File: config.mk
export PLATFORM = sky130hd
export DESIGN_NAME = hx20_round_sat
export DESIGN_NICKNAME = d
export VERILOG_FILES = /design/src/rtl/hx20_pkg.sv /design/src/rtl/hx20_round_sat.sv
export SDC_FILE = /design/constraint.sdc
export NUM_CORES = 1
export LEC_CHECK = 0
export BUFFER_PORTS_ARGS = -buffer_cell sky130_fd_sc_hd__buf_2
export CORE_MARGIN = 2
export CORE_UTILIZATION = 50
export DETAILED_ROUTE_END_ITERATION = 16
export PLACE_DENSITY = 0.68
export SYNTH_ARGS = -nofsm -noshare
export SYNTH_HDL_FRONTEND = slang
export SYNTH_SLANG_ARGS = --single-unit
File: constraint.sdc
create_clock -name vclk -period 8.5
set_input_delay 1.7 -clock vclk [all_inputs]
set_output_delay 1.7 -clock vclk [all_outputs]
set_load 0.1 [all_outputs]
File: src/rtl/hx20_pkg.sv
// Shared types, constants and the node position table for the hexa20
// shape function pipeline. No dependencies.
package hx20_pkg;

  // Fixed point format of the coordinates and the result
  localparam int FRAC_BITS = 16;
  localparam int COORD_W   = 18;
  localparam int OUT_W     = 24;
  localparam int NUM_NODES = 20;

  // Factor width: covers the largest linear factor with headroom
  localparam int FAC_W  = ((FRAC_BITS >= COORD_W) ? FRAC_BITS + 2 : COORD_W) + 4;
  localparam int LO_W   = FAC_W;
  localparam int PROD_W = 4 * FAC_W;

  typedef logic signed [FAC_W-1:0] fac_t;

  localparam fac_t ONE      = FAC_W'(64'd1 << FRAC_BITS);
  localparam fac_t FIVE_ONE = FAC_W'(64'd5 << FRAC_BITS);

  localparam logic signed [OUT_W-1:0] OUT_MAX = {1'b0, {(OUT_W-1){1'b1}}};
  localparam logic signed [OUT_W-1:0] OUT_MIN = {1'b1, {(OUT_W-1){1'b0}}};

  // Mode and axis codes
  localparam logic       MODE_VALUE = 1'b0;
  localparam logic       MODE_DERIV = 1'b1;
  localparam logic [1:0] AX_R    = 2'd0;
  localparam logic [1:0] AX_S    = 2'd1;
  localparam logic [1:0] AX_T    = 2'd2;
  localparam logic [1:0] AX_NONE = 2'd3;

  // Node position per axis: +1, -1 or 0
  localparam logic [1:0] NP = 2'b01;
  localparam logic [1:0] NM = 2'b11;
  localparam logic [1:0] NZ = 2'b00;

  typedef logic [2:0][1:0] node_pos_t;

  // Final scaling: right shift applied to the exact product
  typedef enum logic [1:0] {
    SH_EDGE_AXIS = 2'd1,  // 3*FRAC_BITS + 1
    SH_EDGE      = 2'd2,  // 3*FRAC_BITS + 2
    SH_CORNER    = 2'd3   // 3*FRAC_BITS + 3
  } shift_code_t;

  typedef struct packed {
    fac_t        f0;
    fac_t        f1;
    fac_t        f2;
    fac_t        f3;
    shift_code_t sh;
  } factor_t;

  // Node positions, packed as {t, s, r}
  function automatic node_pos_t node_pos(input logic [4:0] node);
    node_pos_t p;
    case (node)
      5'd0:    p = {NM, NM, NM};
      5'd1:    p = {NM, NM, NP};
      5'd2:    p = {NM, NP, NP};
      5'd3:    p = {NM, NP, NM};
      5'd4:    p = {NP, NM, NM};
      5'd5:    p = {NP, NM, NP};
      5'd6:    p = {NP, NP, NP};
      5'd7:    p = {NP, NP, NM};
      5'd8:    p = {NM, NM, NZ};
      5'd9:    p = {NM, NZ, NM};
      5'd10:   p = {NZ, NM, NM};
      5'd11:   p = {NM, NZ, NP};
      5'd12:   p = {NZ, NM, NP};
      5'd13:   p = {NM, NP, NZ};
      5'd14:   p = {NZ, NP, NP};
      5'd15:   p = {NZ, NP, NM};
      5'd16:   p = {NP, NM, NZ};
      5'd17:   p = {NP, NZ, NM};
      5'd18:   p = {NP, NZ, NP};
      5'd19:   p = {NP, NP, NZ};
      default: p = {NZ, NZ, NZ};
    endcase
    return p;
  endfunction

endpackage

File: src/rtl/hx20_round_sat.sv
// Rounds the exact product to nearest (ties away from zero) and saturates
// it to the output width. Depends on hx20_pkg.
module hx20_round_sat (
  input  logic signed [hx20_pkg::PROD_W-1:0] prod,
  input  hx20_pkg::shift_code_t              sh,
  output logic signed [hx20_pkg::OUT_W-1:0]  value,
  output logic                               sat
);

  localparam int WIDE_W = hx20_pkg::PROD_W + 1;
  localparam int S_AX   = 3 * hx20_pkg::FRAC_BITS + 1;
  localparam int S_ED   = 3 * hx20_pkg::FRAC_BITS + 2;
  localparam int S_CO   = 3 * hx20_pkg::FRAC_BITS + 3;
  localparam int RND_W  = hx20_pkg::PROD_W - 3 * hx20_pkg::FRAC_BITS;

  logic signed [WIDE_W-1:0] wide, half, biased, shifted;
  logic signed [RND_W-1:0]  rounded;

  always_comb begin
    wide = WIDE_W'(prod);
    case (sh)
      hx20_pkg::SH_EDGE_AXIS: half = WIDE_W'(1) <<< (S_AX - 1);
      hx20_pkg::SH_EDGE:      half = WIDE_W'(1) <<< (S_ED - 1);
      default:                half = WIDE_W'(1) <<< (S_CO - 1);
    endcase

    // Negative values take half minus one, so ties round away from zero
    biased = wide + half - WIDE_W'(prod[hx20_pkg::PROD_W-1]);

    case (sh)
      hx20_pkg::SH_EDGE_AXIS: shifted = biased >>> S_AX;
      hx20_pkg::SH_EDGE:      shifted = biased >>> S_ED;
      default:                shifted = biased >>> S_CO;
    endcase
    rounded = shifted[RND_W-1:0];

    // Clip to the output range
    if (rounded > RND_W'(hx20_pkg::OUT_MAX)) begin
      value = hx20_pkg::OUT_MAX;
      sat   = 1'b1;
    end else if (rounded < RND_W'(hx20_pkg::OUT_MIN)) begin
      value = hx20_pkg::OUT_MIN;
      sat   = 1'b1;
    end else begin
      value = rounded[hx20_pkg::OUT_W-1:0];
      sat   = 1'b0;
    end
  end

endmodule

* Word-level counts from Yosys, hierarchy flattened *
Cells that the tools add are included.

storage, ports and cells
  bits of input ports = 90
  output and inout bits = 25
  bits in latches = 0
  memory bits (writable) = 0
  memories = 0
  logic and storage cells = 12
  bits in registers = 0
  memory bits (read-only) = 0

cells by class
  shift-type cells = 0
  eq/ne operators = 2
  bitwise gates (word level) = 0
  mux-type cells = 6
  add/subtract/negate cells = 2
  order comparisons = 2
  divide/modulo/power cells = 0
  $mul = 0
  reduce and logical (&&, ||, !) cells = 0

operator list
  cell                                                                     count
  51-bit one-hot mux with 2 select lines                                   1
  89-bit adder                                                             1
  89-bit by 1-bit subtractor with 89-bit output                            1
  39-bit one-hot mux with 2 select lines                                   1
  24-bit two-way mux                                                       2
  40-bit by 24-bit > comparator with 1-bit output (second input constant)  1
  40-bit by 24-bit < comparator with 1-bit output (second input constant)  1
  2-bit by 1-bit equality test with 1-bit output (second input constant)   1
  2-bit equality test (second input constant)                              1
  1-bit two-way mux                                                        2

* Logic depth before layout (Yosys ltp) *
Gate-level depths: netlist of the first run.

  depth in word-level cells = 8
  mapped depth = 24
  depth with buffers taken out = 19

* Least setup slack after synthesis of the first run *
OpenSTA, ideal clock, no wires.

  path kind = in2out
  start = in sh[0]
  end = out value[12] (netlist name)
  stages on the path = 21
  data arrival time = 8.258 ns
  path slack = -1.458 ns
  required time = 6.800 ns
  buffers on the path = 3
  path through = inv_1 > ha_1 > clkbuf_1 > clkinv_1 > clkbuf_1 > clkbuf_1 > ha_1 > inv_1 > ha_1 > nand2_1 > nor4_2 > nand3_1 > or4_4 > o211a_1 > nor3_2 > a22o_1 > a21o_1 > o2111a_1 > nand4_1 > o31a_1 > o31ai_1

on the way
  cells in the longest elaborated chain, start to end = 8

ends and longest elaborated chain
  element                                                                                       RTL line                                    source
  start, declared                                                                               hx20_round_sat.sv:5                         input hx20_pkg::shift_code_t sh,
  2-bit equality test / 2-bit by 1-bit equality test with 1-bit output (equally long branches)  hx20_round_sat.sv:21, hx20_round_sat.sv:30
  51-bit one-hot mux with 2 select lines                                                        hx20_round_sat.sv:21                        case (sh)
  89-bit adder                                                                                  hx20_round_sat.sv:28                        biased = wide + half - WIDE_W'(prod[hx20_pkg::PROD_W-1]);
  89-bit by 1-bit subtractor with 89-bit output                                                 hx20_round_sat.sv:28
  39-bit one-hot mux with 2 select lines                                                        hx20_round_sat.sv:30                        case (sh)
  40-bit by 24-bit < comparator with 1-bit output                                               hx20_round_sat.sv:41                        end else if (rounded < RND_W'(hx20_pkg::OUT_MIN)) begin
  24-bit two-way mux                                                                            hx20_round_sat.sv:41
  24-bit two-way mux *                                                                          hx20_round_sat.sv:38                        if (rounded > RND_W'(hx20_pkg::OUT_MAX)) begin
  end, declared                                                                                 hx20_round_sat.sv:6                         output logic signed [hx20_pkg::OUT_W-1:0] value,

Mark *: on every way between the ends. The rest lies on a longest branch, timed or not.

* Worst setup path in the final report of the first run *
  start = in sh[0]
  end = out value[6] (netlist name)

The elaborated chain is that of the path after synthesis.

==> results of run 1 <==
final cells by class:
type / count / area, um2 / share of cell area
multi-input cells: 975 / 6550 / 0.813
repair buffers: 140 / 861 / 0.107
inverters: 112 / 422 / 0.0523
well taps: 176 / 220 / 0.0273
cells in the final DEF (no fill, tap or decap), types with 7 or more instances in the layout:
cell	instances
buf_4	29
o21ai_2	9
a211oi_1	13
o21ai_1	13
nor2_1	108
a221oi_1	9
o31ai_1	7
nand4_1	52
nand3_1	17
a31oi_1	9
nand2_1	137
nor3_1	21
inv_1	111
o21a_1	13
ha_1	91
a21oi_1	131
a21o_1	21
clkbuf_4	17
o21ai_0	101
xnor2_1	15
buf_2	91
o211ai_1	8
o21bai_1	9
nor4_1	12
xor2_1	18
o21ai_4	10
a221o_1	22
cell families (layout without fill, tap and decap cells):
kind of cell / count (synthesis) / count (layout) / synth area share
adders and majority gates: 91 / 91 / 0.165
xor gates and xnor gates: 35 / 35 / 0.0465
buffers and inverters: 155 / 252 / 0.0900
muxes: 4 / 4 / 0.00616
AOI/OAI and AO/OA: 448 / 448 / 0.420
and+or+nand+nor: 397 / 397 / 0.273
Yosys cell counts, types with 5 or more instances:
master,n,area [um2]
or3_1,5,31.3
and3_1,5,31.3
o22ai_1,6,37.5
o2111ai_1,5,43.8
clkbuf_1,23,86.3
nand2_1,137,514
o21ai_1,30,150
a21oi_1,131,656
o31ai_1,10,75.1
and4_1,6,52.6
nor4_1,12,75.1
o21ai_0,102,510
a221o_1,22,220
nor3_1,22,110
nand4_1,52,325
a21o_1,21,158
and2_1,6,37.5
nand2b_1,5,31.3
a31oi_1,10,62.6
ha_1,91,1140
nor2_1,109,409
nand3_1,17,85.1
xnor2_1,15,131
buf_2,17,85.1
xor2_1,18,158
o211ai_1,8,60.1
o21bai_1,9,67.6
a211oi_1,13,97.6
inv_1,111,417
a221oi_1,11,96.3
o21a_1,13,97.6
per-stage QoR:
step	instances	TNS, ps	setup slack, ps	cell area (um2)	hold WS [ps]
6_report	1403	0	212	8060	4160
5_1_grt	1403	-240	-52.2	8060	4190
4_1_cts	1401	0	24.4	7930	4150
3_5_place_dp	1401	-475	-44.5	7920	4150
3_3_place_gp	1401	0	113	7920	4160
2_1_floorplan	1130	0	49.2	7120	4010
power by group through the flow:
stage / logic [uW] / clock network [uW] / registers [uW]
after floorplan: 639 / 0 / 0
after global placement: 842 / 0 / 0
after detailed placement: 842 / 0 / 0
after CTS: 845 / 0 / 0
after global routing: 947 / 0 / 0
final: 880 / 0 / 0
routing by layer:
layer  global-route usage  part of all wire
met3               0.0220             0.069
met2                0.577              0.46
met5                    0                 0
met1                0.458              0.44
met4               0.0920             0.030
how the worst max path moves through the flow:
| stage | startpoint | to | slack, ps | cells past startpoint |
|---|---|---|---|---|
| finish | sh[0] | value[6] | 210 | 21 |
| floorplan | sh[0] | value[13] | 50 | 23 |
| global route | sh[0] | value[3] | -50 | 24 |
| global placement | sh[0] | value[3] | 110 | 22 |
| CTS | sh[0] | value[8] | 20 | 23 |
| detailed placement | sh[0] | value[8] | -40 | 23 |
timing repair:
item,in CTS,in global routing
setup endpoints to repair,24,24
pin swaps,0,1
setup buffers,0,2
gates resized for setup,1,40
worst max-delay path, delay by kind of cell:
family	cells	cell delay, ps
compound gates	5	950
fa+ha+maj	3	940
buf+inv	6	900
xor+xnor	1	310
simple gates	6	1770
==> run_results.csv, run 1 <==
group,metric,value,unit
outcome,status,"complete, no violations",
power,irDropWorstVdd,0.0483,mV
worst_setup_path,critical_path_class,"input port to output port",
floorplan,io_pins,115,
cts,cts_hold_buf,0,
sta,setup_viol_count_final,0,
worst_setup_path,crit_path_top_delay_cell,"or4_4",
synthesis,yosysUniqueCellTypes,79,
detailed_routing,drt_iter0_drc,893,
worst_setup_path,cp_common_cell,"ha_1",
worst_hold_path,hold_path.startpoint,"prod[86]",
power,pwr_density_cell,109,nW/um2
detailed_routing,avgViaCountPerCell,6.42,
sta,timing.fmax,0.121,GHz
synthesis,synthCells,1130,
cells_and_area,n_clock_buffer,0,
floorplan,die_w,122,um
sta,slew_headroom,0.541,
cells_and_area,n_sequential_cell,0,
run,maxCapViolations,0,
worst_setup_path,end_kind,"output port",
floorplan,start_util,0.518,
grt,grt_usage,0.337,
cells_and_area,regArea,0,um2
worst_setup_path,worstSetupStartpointType,"input port",
sta,post-route-period-util,0.975,
detailed_routing,totalWireLength,25.3,mm
sta,period_needed,8290,ps
floorplan,dieHeight,122,um
worst_hold_path,min_to,"value[23]",
sta,final_hold_viol_count,0,
synthesis,synth_area_per_cell,6.11,um2
worst_hold_path,holdCritPathClass,"input port to output port",
floorplan,rows,42,
power,combinationalPowerShare,1.000,
cells_and_area,drive_above_1_share,0.165,
detailed_routing,ant_nets,0,
synthesis,netlist_area,6910,um2
power,pwr-share-seq,0,
placed_design,port_buffers,115,
detailed_routing,wire_per_inst,18.0,um
cells_and_area,final_nets,1410,
power,clkPwrFrac,0,
power,p_int,273,uW
worst_setup_path,max_stage_delay,570,ps
power,leakage,0.00348,uW
cells_and_area,n_fill_cell,1429,
worst_setup_path,cp.arrival,6590,ps
floorplan,die-area,14800,um2
grt,grt_pass1_wl,40.8,mm
detailed_routing,drtPass1Iterations,6,
grt,overflow,0,
synthesis,syn-num-nets,1311,
placed_design,gp_congestion,1.10,
floorplan,core_area,13300,um2
detailed_routing,vias,9004,
power,switching_share,0.689,
synthesis,ys_warn_count,0,
cells_and_area,utilization,0.604,
synthesis,synth_seq_area_share,0,
worst_setup_path,required,6800,ps
grt,grt_max_degree,45,
grt,antenna_found_initial,0,
power,power.total,880,uW
sta,timing_max_transition_violations_final,0,
worst_setup_path,cp_max_fo,23,
cells_and_area,diodes,0,
cells_and_area,syn_to_final_growth,16.6,%
worst_hold_path,holdPathStages,5,
detailed_routing,route.detailed.drc,0,
sta,worst_slew_pin_slew,682,ps
worst_setup_path,crit_chain,"buf_2 -> inv_1 -> ha_1 -> clkinv_2 -> ha_1 -> inv_1 -> ha_1 -> nand2_1 -> nor4_2 -> nand3_1 -> or4_4 -> o21ai_2 -> xor2_2 -> a221oi_1 -> nand3_1 -> o21ai_0 -> or2_2 -> o31a_2 -> buf_12 -> o21ai_2 -> buf_2",
placed_design,hpwlAfterDp,22.0,mm
grt,grt_pass1_vias,8215,
power,p_switching,607,uW
Note: power is estimated with default switching activity, not from simulation.
==> inputs of run 2 (changes only) <==
--- a/config.mk
+++ b/config.mk
@@ -9,6 +9,7 @@
 export CORE_MARGIN = 2
 export CORE_UTILIZATION = 50
 export DETAILED_ROUTE_END_ITERATION = 16
+export GPL_TIMING_DRIVEN = 0
 export PLACE_DENSITY = 0.68
 export SYNTH_ARGS = -nofsm -noshare
 export SYNTH_HDL_FRONTEND = slang
==> constraint.sdc (replaced) <==
create_clock -name vclk -period 9.85
set_input_delay 1.97 -clock vclk [all_inputs]
set_output_delay 1.97 -clock vclk [all_outputs]
set_load 0.1 [all_outputs]
==> run_results.csv, run 2 (same netlist as run 1, synthesis figures left out) <==
group,metric,value,unit
outcome,status,"complete, no violations",
floorplan,rows,42,
floorplan,dieHeight,122,um
grt,grt_usage,0.323,
floorplan,core_area,13300,um2
cells_and_area,diodes,0,
placed_design,dpl.cell_count,1421,
power,pwr_density_cell,91.4,nW/um2
detailed_routing,vias,8955,
sta,timing.fmax,0.104,GHz
cells_and_area,layout_commonest_cell,"nand2_1",
cells_and_area,final_nets,1429,
worst_hold_path,holdCritPathClass,"input port to output port",
sta,setup_tns,0,ps
cells_and_area,final_cell_mix,"nand2_1 (137), a21oi_1 (130), buf_2 (113), inv_1 (111), nor2_1 (108)",
grt,overflow,0,
sta,setup_viol_count_final,0,
worst_setup_path,startpoint,"sh[0]",
sta,worst_slew_pin_slew,901,ps
worst_setup_path,end_kind,"output port",
detailed_routing,route.detailed.drc,0,
detailed_routing,ant_nets,0,
worst_setup_path,cp.arrival,7650,ps
worst_setup_path,cp_max_fo,10,
cells_and_area,drive_above_1_share,0.147,
sta,post-route-period-util,0.977,
worst_setup_path,required,7880,ps
worst_setup_path,critical_path_class,"input port to output port",
power,leakage,0.00345,uW
sta,final_hold_viol_count,0,
detailed_routing,drt_iter0_drc,846,
sta,slew_headroom,0.396,
grt,grt_pass1_vias,7945,
floorplan,die-area,14800,um2
cells_and_area,regArea,0,um2
floorplan,io_pins,115,
worst_setup_path,worstSetupStartpointType,"input port",
cells_and_area,n_clock_buffer,0,
cells_and_area,syn_to_final_growth,14.1,%
cells_and_area,instances_no_fill,1422,
sta,fin_hold_ws,4760,ps
detailed_routing,totalWireLength,24.6,mm
sta,timing_max_transition_violations_final,0,
placed_design,gp_congestion,1.03,
worst_setup_path,crit_path_end,"value[19]",
grt,antenna_found_initial,0,
placed_design,port_buffers,115,
cells_and_area,n_sequential_cell,0,
grt,grt_max_degree,11,
run,maxCapViolations,0,
grt,grt_pass1_wl,39.2,mm
cells_and_area,utilization,0.591,
floorplan,die_w,122,um
placed_design,hpwlAfterDp,21.3,mm
power,irDropWorstVdd,0.0512,mV
cells_and_area,n_fill_cell,1423,
sta,period_needed,9620,ps
floorplan,start_util,0.518,
detailed_routing,drtPass1Iterations,6,
detailed_routing,wire_per_inst,17.3,um
detailed_routing,avgViaCountPerCell,6.30,
## run 2: metrics by stage
| stage | total power (uW) | worst slack (ps) | cell area (um2) |
|---|---|---|---|
| floorplan | 522 | -648 | 6910 |
| global placement | 681 | -437 | 7700 |
| detailed placement | 681 | -421 | 7700 |
| CTS | 691 | 85.4 | 7750 |
| global route | 778 | -21.4 | 7880 |
| finish | 721 | 231 | 7880 |
## run 2: worst max-delay path, stage by stage
cell	delay (ps)
buf_2	90
inv_1	40
ha_2	400
clkinv_2	170
clkbuf_1	260
clkbuf_2	250
ha_1	310
inv_1	40
ha_1	430
nand2_1	200
nor4_4	380
nand3_1	200
or4_4	560
o211a_1	260
nor3_4	320
a22o_1	200
a21o_1	110
o2111a_1	200
nand4_1	130
o31a_1	370
buf_6	170
o31ai_2	240
buf_4	330
## run 2: worst min-delay path by stage
stage / startpoint / to / slack (ps) / cells past startpoint
2_1_floorplan: prod[86] / value[23] / 4550 / 3
3_3_place_gp: prod[86] / sat / 4750 / 5
3_5_place_dp: prod[86] / sat / 4750 / 5
4_1_cts: prod[86] / sat / 4750 / 5
5_1_grt: prod[86] / sat / 4810 / 5
6_report: prod[86] / sat / 4760 / 5
## run 2: cell type report
class                      count  area (um2)  share of cell area
inverter                     112         422              0.0535
timing repair buffer         117         646              0.0819
buffer                        42         199              0.0252
multi-input combinational    975        6400               0.811
tap                          176         220              0.0279
## run 2: timing repair
item | CTS | global route
buffers inserted | 0 | 2
gates cloned | 0 | 0
pin swaps | 0 | 5
resized for setup | 19 | 23
endpoints found under the setup margin | 24 | 24
hold buffers | 0 | 0
## run 2: layer usage
layer,GRT usage,part of all wire
met4,0.103,0.033
met1,0.443,0.45
met2,0.538,0.45
met3,0.0229,0.072
met5,0,0
## run 2: power breakdown
group	total [uW]	switching (uW)	leakage, uW	internal (uW)
Clock	0	0	0	0
Combinational	721	506	0.00345	215
Sequential	0	0	0	0
==> inputs of run 3 (changes only) <==
--- a/config.mk
+++ b/config.mk
@@ -10,7 +10,8 @@
 export CORE_UTILIZATION = 50
 export DETAILED_ROUTE_END_ITERATION = 16
 export GPL_TIMING_DRIVEN = 0
-export PLACE_DENSITY = 0.68
+export MAX_ROUTING_LAYER = met4
+export PLACE_DENSITY = 0.7
 export SYNTH_ARGS = -nofsm -noshare
 export SYNTH_HDL_FRONTEND = slang
 export SYNTH_SLANG_ARGS = --single-unit
==> run_results.csv, run 3 (same netlist as run 1, synthesis figures left out) <==
group,metric,value,unit
outcome,status,"complete, no violations",
power,power.total,727,uW
cells_and_area,multi_input_area,6400,um2
run,maxCapViolations,0,
floorplan,dieHeight,122,um
power,irDropWorstVdd,0.0568,mV
sta,period_needed,9680,ps
cells_and_area,final_nets,1430,
cells_and_area,drive_above_1_share,0.148,
power,clkPwrFrac,0,
cells_and_area,n_fill_cell,1448,
detailed_routing,avgViaCountPerCell,6.38,
floorplan,io_pins,115,
grt,antenna_found_initial,0,
detailed_routing,ant_nets,0,
power,leakage,0.00346,uW
power,p_int,216,uW
worst_setup_path,max_stage_delay,470,ps
floorplan,die_w,122,um
cells_and_area,n_sequential_cell,0,
worst_hold_path,holdCritPathClass,"input port to output port",
cells_and_area,n_clock_buffer,0,
power,combinationalPowerShare,1.000,
floorplan,die-area,14800,um2
grt,grt_usage,0.341,
detailed_routing,route.detailed.drc,0,
worst_setup_path,crit_chain,"buf_2 -> inv_1 -> ha_2 -> clkinv_2 -> clkbuf_1 -> clkbuf_2 -> ha_1 -> inv_1 -> ha_1 -> nand2_1 -> o21ai_1 -> a211oi_1 -> a211oi_2 -> nor4_1 -> a211o_1 -> a311oi_4 -> a221o_1 -> o21ai_0 -> a311oi_1 -> nand4_1 -> o31a_1 -> o31ai_1 -> buf_2",
power,pwr_density_cell,92.1,nW/um2
cells_and_area,regArea,0,um2
power,p_switching,511,uW
worst_setup_path,cp.arrival,7710,ps
floorplan,start_util,0.518,
power,pwr-share-seq,0,
grt,overflow,0,
placed_design,placed_area,7700,um2
worst_setup_path,worstSetupStartpointType,"input port",
detailed_routing,drt_iter0_drc,980,
worst_hold_path,min_to,"sat",
placed_design,gp_congestion,1.00,
floorplan,core_area,13300,um2
sta,slew_headroom,0.300,
sta,timing.fmax,0.103,GHz
grt,grt_pass1_vias,8221,
worst_setup_path,cp_max_fo,10,
sta,rsz0062_at_grt,"yes",
worst_setup_path,crit_family,"compound AO/OA/AOI/OAI gates",
detailed_routing,totalWireLength,25.3,mm
placed_design,hpwlAfterDp,21.9,mm
cells_and_area,diodes,0,
worst_setup_path,startpoint,"sh[0]",
sta,post-route-period-util,0.982,
worst_setup_path,critical_path_class,"input port to output port",
floorplan,rows,42,
cells_and_area,layout_commonest_cell,"nand2_1",
detailed_routing,wire_per_inst,17.8,um
cells_and_area,final_cell_mix,"nand2_1 (137), a21oi_1 (131), buf_2 (115), inv_1 (111), nor2_1 (109)",
grt,grt_max_degree,11,
detailed_routing,vias,9084,
placed_design,port_buffers,115,
worst_setup_path,crit_path_top_delay_cell,"buf_2",
sta,timing_max_transition_violations_final,0,
detailed_routing,drtPass1Iterations,5,
sta,final_hold_viol_count,0,
sta,worst_slew_pin_slew,1040,ps
worst_hold_path,holdPathStages,5,
sta,setup_viol_count_final,0,
cells_and_area,design_area,7890,um2
cells_and_area,syn_to_final_growth,14.2,%
power,switching_share,0.703,
worst_setup_path,required,7880,ps
worst_setup_path,end_kind,"output port",
worst_hold_path,hold_path.startpoint,"prod[86]",
grt,grt_pass1_wl,40.3,mm
worst_setup_path,cp.buffers_inverters,7,
==> run 3: power by group through the flow <==
stage	Combinational (uW)	Sequential [uW]	Clock (uW)
CTS	694	0	0
global placement	683	0	0
floorplan	522	0	0
detailed placement	684	0	0
global route	780	0	0
finish	727	0	0
==> run 3: layer usage <==
layer | vias to the layer above | wire length [um] | track usage
li1 | 4465 | - | -
met1 | 4110 | 11100 | 0.449
met2 | 452 | 11300 | 0.559
met3 | 57 | 2000 | 0.0304
met4 | 0 | 871 | 0.101
met5 | - | 0 | -
==> run 3: area by class of cell <==
type                       count  area share
timing repair buffer         118      0.0826
inverter                     112      0.0534
buffer                        42      0.0252
tap                          176      0.0279
multi-input combinational    975       0.811
==> run 3: how the worst max path moves through the flow <==
stage	to	slack, ps	cells after the start
3_5_place_dp	value[19]	-580	25
5_1_grt	value[6]	-50	24
3_3_place_gp	value[13]	-630	25
6_report	value[8]	170	23
4_1_cts	value[7]	20	24
2_1_floorplan	value[12]	-650	21
==> run 3: through the flow <==
step	TNS (ps)	instances	hold WS [ps]	utilization	setup slack, ps
final	0	1423	4780	0.591	174
after global routing	-343	1423	4810	0.591	-51.6
after CTS	0	1420	4770	0.580	22.4
after detailed placement	-10670	1421	4760	0.577	-577
after global placement	-12370	1421	4750	0.577	-631
after floorplan	-1950	1130	4550	-	-648
==> run 3: timing repair <==
| item | 4_1_cts | 5_1_grt |
|---|---|---|
| setup buffers | 0 | 3 |
| hold buffers | 0 | 0 |
| endpoints found under the setup margin | 24 | 24 |
| pin swaps | 0 | 3 |
| resized for setup | 18 | 21 |
| hold endpoints to repair | 0 | 0 |
